File: src/design/tdc_edge_hit_classifier_unit_defines.svh
// ----------------------------------------------------------------------------
// TDC edge hit classifier assertion macros
// Shared assertion helpers; clocked on clk, disabled while rst_n is low.
// ----------------------------------------------------------------------------
`ifndef TDC_EDGE_HIT_CLASSIFIER_UNIT_DEFINES_SVH
`define TDC_EDGE_HIT_CLASSIFIER_UNIT_DEFINES_SVH

// Same-cycle implication.
`define TDCHC_ASSERT_SAME(label, ante, cons, msg) \
    label: assert property (@(posedge clk) disable iff (!rst_n) (ante) |-> (cons)) \
        else $error(msg);

// Next-cycle implication.
`define TDCHC_ASSERT_NEXT(label, ante, cons, msg) \
    label: assert property (@(posedge clk) disable iff (!rst_n) (ante) |=> (cons)) \
        else $error(msg);

`endif

File: src/design/tdchc_pkg.sv
// ----------------------------------------------------------------------------
// TDC edge hit classifier package
// Shared constants and the hit class encoding.
// ----------------------------------------------------------------------------
package tdchc_pkg;

    localparam int CHANNELS_DEF  = 192;
    localparam int TIME_BITS_DEF = 13;

    localparam int COUNT_W = 8;
    localparam int SKIP_W  = 16;
    localparam int PW_W    = 14;
    localparam int TID_W   = 32;

    localparam logic [COUNT_W-1:0] COUNT_MAX  = 8'hFF;
    localparam logic [SKIP_W-1:0]  SKIP_RESET = 16'd2;

    typedef enum logic [2:0] {
        CLS_EMPTY    = 3'd0,
        CLS_NOISY    = 3'd1,
        CLS_SINGLE   = 3'd2,
        CLS_MULTIPLE = 3'd3,
        CLS_SKIPPED  = 3'd4
    } hit_class_t;

    typedef enum logic {
        KIND_EDGE   = 1'b0,
        KIND_REPORT = 1'b1
    } item_kind_t;

    typedef enum logic {
        POL_RISE = 1'b0,
        POL_FALL = 1'b1
    } edge_pol_t;

endpackage

File: src/design/tdchc_classify.sv
// ----------------------------------------------------------------------------
// TDC hit classifier update and classification
// Computes the updated channel entry for an edge or a report, the hit class
// and the pulse width.
// ----------------------------------------------------------------------------
module tdchc_classify
    import tdchc_pkg::*;
#(
    parameter int TIME_BITS = TIME_BITS_DEF
)
(
    input  item_kind_t           kind,
    input  edge_pol_t            polarity,
    input  logic [TIME_BITS-1:0] edge_time,
    input  logic                 skip,
    input  logic [COUNT_W-1:0]   rise_cnt,
    input  logic [COUNT_W-1:0]   fall_cnt,
    input  logic [TIME_BITS-1:0] rise_time,
    input  logic [TIME_BITS-1:0] fall_time,
    output logic                 wr_en,
    output logic [COUNT_W-1:0]   new_rise_cnt,
    output logic [COUNT_W-1:0]   new_fall_cnt,
    output logic [TIME_BITS-1:0] new_rise_time,
    output logic [TIME_BITS-1:0] new_fall_time,
    output hit_class_t           hit_class,
    output logic [PW_W-1:0]      pulse_width
);

    localparam int DW = (TIME_BITS + 1 > PW_W) ? TIME_BITS + 1 : PW_W;

    logic [DW-1:0]      diff;
    logic [COUNT_W-1:0] rise_inc;
    logic [COUNT_W-1:0] fall_inc;

    // Modular difference; its low bits match the sign-extended width.
    assign diff     = DW'(fall_time) - DW'(rise_time);
    assign rise_inc = (rise_cnt == COUNT_MAX) ? rise_cnt : rise_cnt + 1'b1;
    assign fall_inc = (fall_cnt == COUNT_MAX) ? fall_cnt : fall_cnt + 1'b1;

    always_comb
    begin
        if (skip)
        begin
            hit_class = CLS_SKIPPED;
        end
        else if (rise_cnt == '0 && fall_cnt == '0)
        begin
            hit_class = CLS_EMPTY;
        end
        else if (rise_cnt != fall_cnt)
        begin
            hit_class = CLS_NOISY;
        end
        else if (rise_cnt == COUNT_W'(1))
        begin
            hit_class = CLS_SINGLE;
        end
        else
        begin
            hit_class = CLS_MULTIPLE;
        end
    end

    assign pulse_width = (hit_class == CLS_SINGLE) ? diff[PW_W-1:0] : '0;

    always_comb
    begin
        new_rise_cnt  = rise_cnt;
        new_fall_cnt  = fall_cnt;
        new_rise_time = rise_time;
        new_fall_time = fall_time;
        wr_en         = 1'b1;
        unique case (kind)
            KIND_EDGE:
            begin
                if (polarity == POL_RISE)
                begin
                    new_rise_cnt  = rise_inc;
                    new_rise_time = edge_time;
                end
                else
                begin
                    new_fall_cnt  = fall_inc;
                    new_fall_time = edge_time;
                end
            end
            KIND_REPORT:
            begin
                // A skipped report keeps the entry for a later readout.
                wr_en         = !skip;
                new_rise_cnt  = '0;
                new_fall_cnt  = '0;
                new_rise_time = '0;
                new_fall_time = '0;
            end
            default:
            begin
                wr_en = 1'b0;
            end
        endcase
    end

endmodule

File: config.mk
export PLATFORM = sky130hd
export DESIGN_NAME = tdchc_classify
export DESIGN_NICKNAME = d
export VERILOG_FILES = /design/src/design/tdc_edge_hit_classifier_unit_defines.svh /design/src/design/tdchc_pkg.sv /design/src/design/tdchc_classify.sv
export SDC_FILE = /design/constraint.sdc
export NUM_CORES = 1
export LEC_CHECK = 0
export BUFFER_PORTS_ARGS = -buffer_cell sky130_fd_sc_hd__buf_2
export CAP_MARGIN = 20
export CELL_PAD_IN_SITES_DETAIL_PLACEMENT = 1
export CELL_PAD_IN_SITES_GLOBAL_PLACEMENT = 1
export CORE_ASPECT_RATIO = 2
export CORE_MARGIN = 4
export CORE_UTILIZATION = 31
export DETAILED_ROUTE_END_ITERATION = 6
export GPL_ROUTABILITY_DRIVEN = 0
export PLACE_DENSITY = 0.95
export RECOVER_POWER = 25
export SLEW_MARGIN = 10
export SYNTH_ARGS = -nofsm -noshare
export SYNTH_HDL_FRONTEND = slang
export SYNTH_SLANG_ARGS = --single-unit
File: constraint.sdc
create_clock -name vclk -period 5.4
set_input_delay 0.54 -clock vclk [all_inputs]
set_output_delay 0.54 -clock vclk [all_outputs]
set_load 0.05 [all_outputs]
==> run metrics <==
detailed-route DRC error count=0; Post-Synthesis Mean Instance Area=6.72 sq um; crit-path max FO=14; starting density of the core=32.4%; count of mapped cells out of synthesis=266; placed cell areas=2390 sq um; worst slack, placed=2.00 ns; top cell type's share of synthesized area=15.7%; power density normalized to cell area=113 nW/um^2; violations in the final reports=max-capacitance violations, max-slew violations; Static Leak=1.26 nW; worst path required time=4.86 ns; count of clock-net buffers in the final layout=0; final clock period utilization by the worst path=62.5%; length of the first detailed-routing pass in iterations=4; horizontal die dimension=61.7 microns; share of final-layout standard cells stronger than drive strength 1=31.6%; number of nets produced by synthesis=343; unrepaired setup endpoints after global routing=no; Worst Max-Slew Pin Slew=1.81 ns; routed wire length=7370 microns; number of placed cells counting well taps=430; hold violation count in the final report=0; Sequential cell area=0 sq um; Vias=2,370; post-layout minimum cycle time=3.38 ns; Setup TNS Final=0 ns; post-route setup slack=2.02 ns; most frequent cells in the layout=sky130_fd_sc_hd__buf_2 (103), sky130_fd_sc_hd__nor2_1 (51), sky130_fd_sc_hd__mux2i_1 (28); result of the run=finished, violations left; Cell variety after synth=49; leftover overflow at the end of global routing=0; critical path endpoint=pulse_width[13]; post-route cell area=2370 sq um; violation count after the first detailed-routing iteration=86; count of non-filler cells in the finished layout=430; initial antenna violation count=0; global-route total usage across every layer=20.5%; average wire per cell in the routed design=17.1 microns; utilization after layout=43.0%; IO buf count=118; Syn Std Cell Area=1790 sq um; number of max-cap violations=1; cells taking the most area after synthesis=sky130_fd_sc_hd__mux2i_1 (16%), sky130_fd_sc_hd__ha_1 (13%), sky130_fd_sc_hd__nor2_1 (11%), sky130_fd_sc_hd__xnor2_1 (4.9%), sky130_fd_sc_hd__inv_1 (4.6%); pin count of the biggest net entering global routing=44; sum of net half-perimeters after detailed placement=6430 microns; flip-flop and latch count=0; global-route wire length before repair=11,500 microns; launching element of the worst setup path=rise_cnt[5]; synthesis warning total=0; post_cts resized=0; worst min path class=in -> out; setup-violating endpoint count in the final report=0; Slew Viols, Final=44; type of element capturing the critical path=primary output; Max Fclk=0.296 GHz; height of the chip=115 microns; Max IR drop VDD=0.0571 mV; number of placed I/O pins=118; area of the die=7120 sq um; via count of the first global-routing pass=2,499; # rows=38; number of antenna diodes=0; area of the placeable core=5520 sq um; relative slew slack=-20.9%; commonest non-fill, non-tap cell in the layout=sky130_fd_sc_hd__buf_2; Yosys top cell by area=sky130_fd_sc_hd__mux2i_1; share of synthesized area occupied by flip-flops and latches=0%; Area Overhead vs Synth=32.6%; worst setup path category=in -> out; Hold-fix buffers, CTS=0; post-CTS setup repair buffer count=0; net count of the finished layout=449; Post-DRT Antenna Nets=0; average via count per standard cell=5.51; WP data arrival=2.84 ns; Critical Path Start Type=input pin
-- worst max-delay path: stages --
cell and delay, ns:
sky130_fd_sc_hd__buf_2 0.14, sky130_fd_sc_hd__or4_1 0.54, sky130_fd_sc_hd__or4b_1 0.51, sky130_fd_sc_hd__nor3_2 0.17, sky130_fd_sc_hd__nand2_2 0.28, sky130_fd_sc_hd__a2111oi_2 0.34, sky130_fd_sc_hd__buf_2 0.32
-- how the worst min path moves through the flow --
stage               from  depth (start not counted)  slack, ns            to
CTS                 skip                          2       1.42  hit_class[2]
global route        skip                          3       1.49         wr_en
detailed placement  skip                          2       1.42  hit_class[2]
floorplan           skip                          1       1.25  hit_class[2]
finish              skip                          3       1.46         wr_en
global placement    skip                          2       1.41  hit_class[2]
-- Yosys cell counts (all sizes together) (4+ instances only) --
| cell | instances |
|---|---|
| nand3 | 6 |
| clkbuf | 10 |
| o21ai | 7 |
| xor2 | 9 |
| ha | 18 |
| inv | 22 |
| xnor2 | 10 |
| nor3b | 4 |
| buf | 4 |
| nor3 | 15 |
| a21oi | 13 |
| nand2 | 12 |
| mux2i | 28 |
| nand4 | 7 |
| o21a | 9 |
| nor2 | 51 |
| a211oi | 4 |
-- through the flow --
step	power, mW	hold WS (ns)
global placement	0.261	1.41
floorplan	0.191	1.25
global route	0.291	1.49
detailed placement	0.270	1.42
finish	0.268	1.46
CTS	0.271	1.42
-- cell families (layout without fill, tap and decap cells) --
group,Yosys count,after routing,synth area share [%]
AO/OA/AOI/OAI,49,49,19.6
XOR/XNOR,19,19,9.31
AND/OR/NAND/NOR,115,115,33.5
buffers and inverters,36,140,8.19
adder cells (fa/ha/maj),19,19,13.7
multiplexers,28,28,15.7
-- final cells by class --
type,count,area (sq um)
Fill cell,791,3150
Inverter,22,82.6
Multi-Input combinational cell,230,1640
Tap cell,60,75.1
Timing Repair Buffer,118,572
-- where the power goes --
group          internal, mW  leakage, nW  switching [mW]  total [mW]
logic                0.0832         1.26           0.185       0.268
registers                 0            0               0           0
clock network             0            0               0           0
-- routing by layer --
metal,up-vias,GRT usage [%],wire (microns)
met5,-,0,0
met4,0,6.23,297
met3,21,0.787,338
met2,85,41.7,4150
met1,1110,20.3,2580
li1,1154,-,-
(Power assumes the default switching activity.)
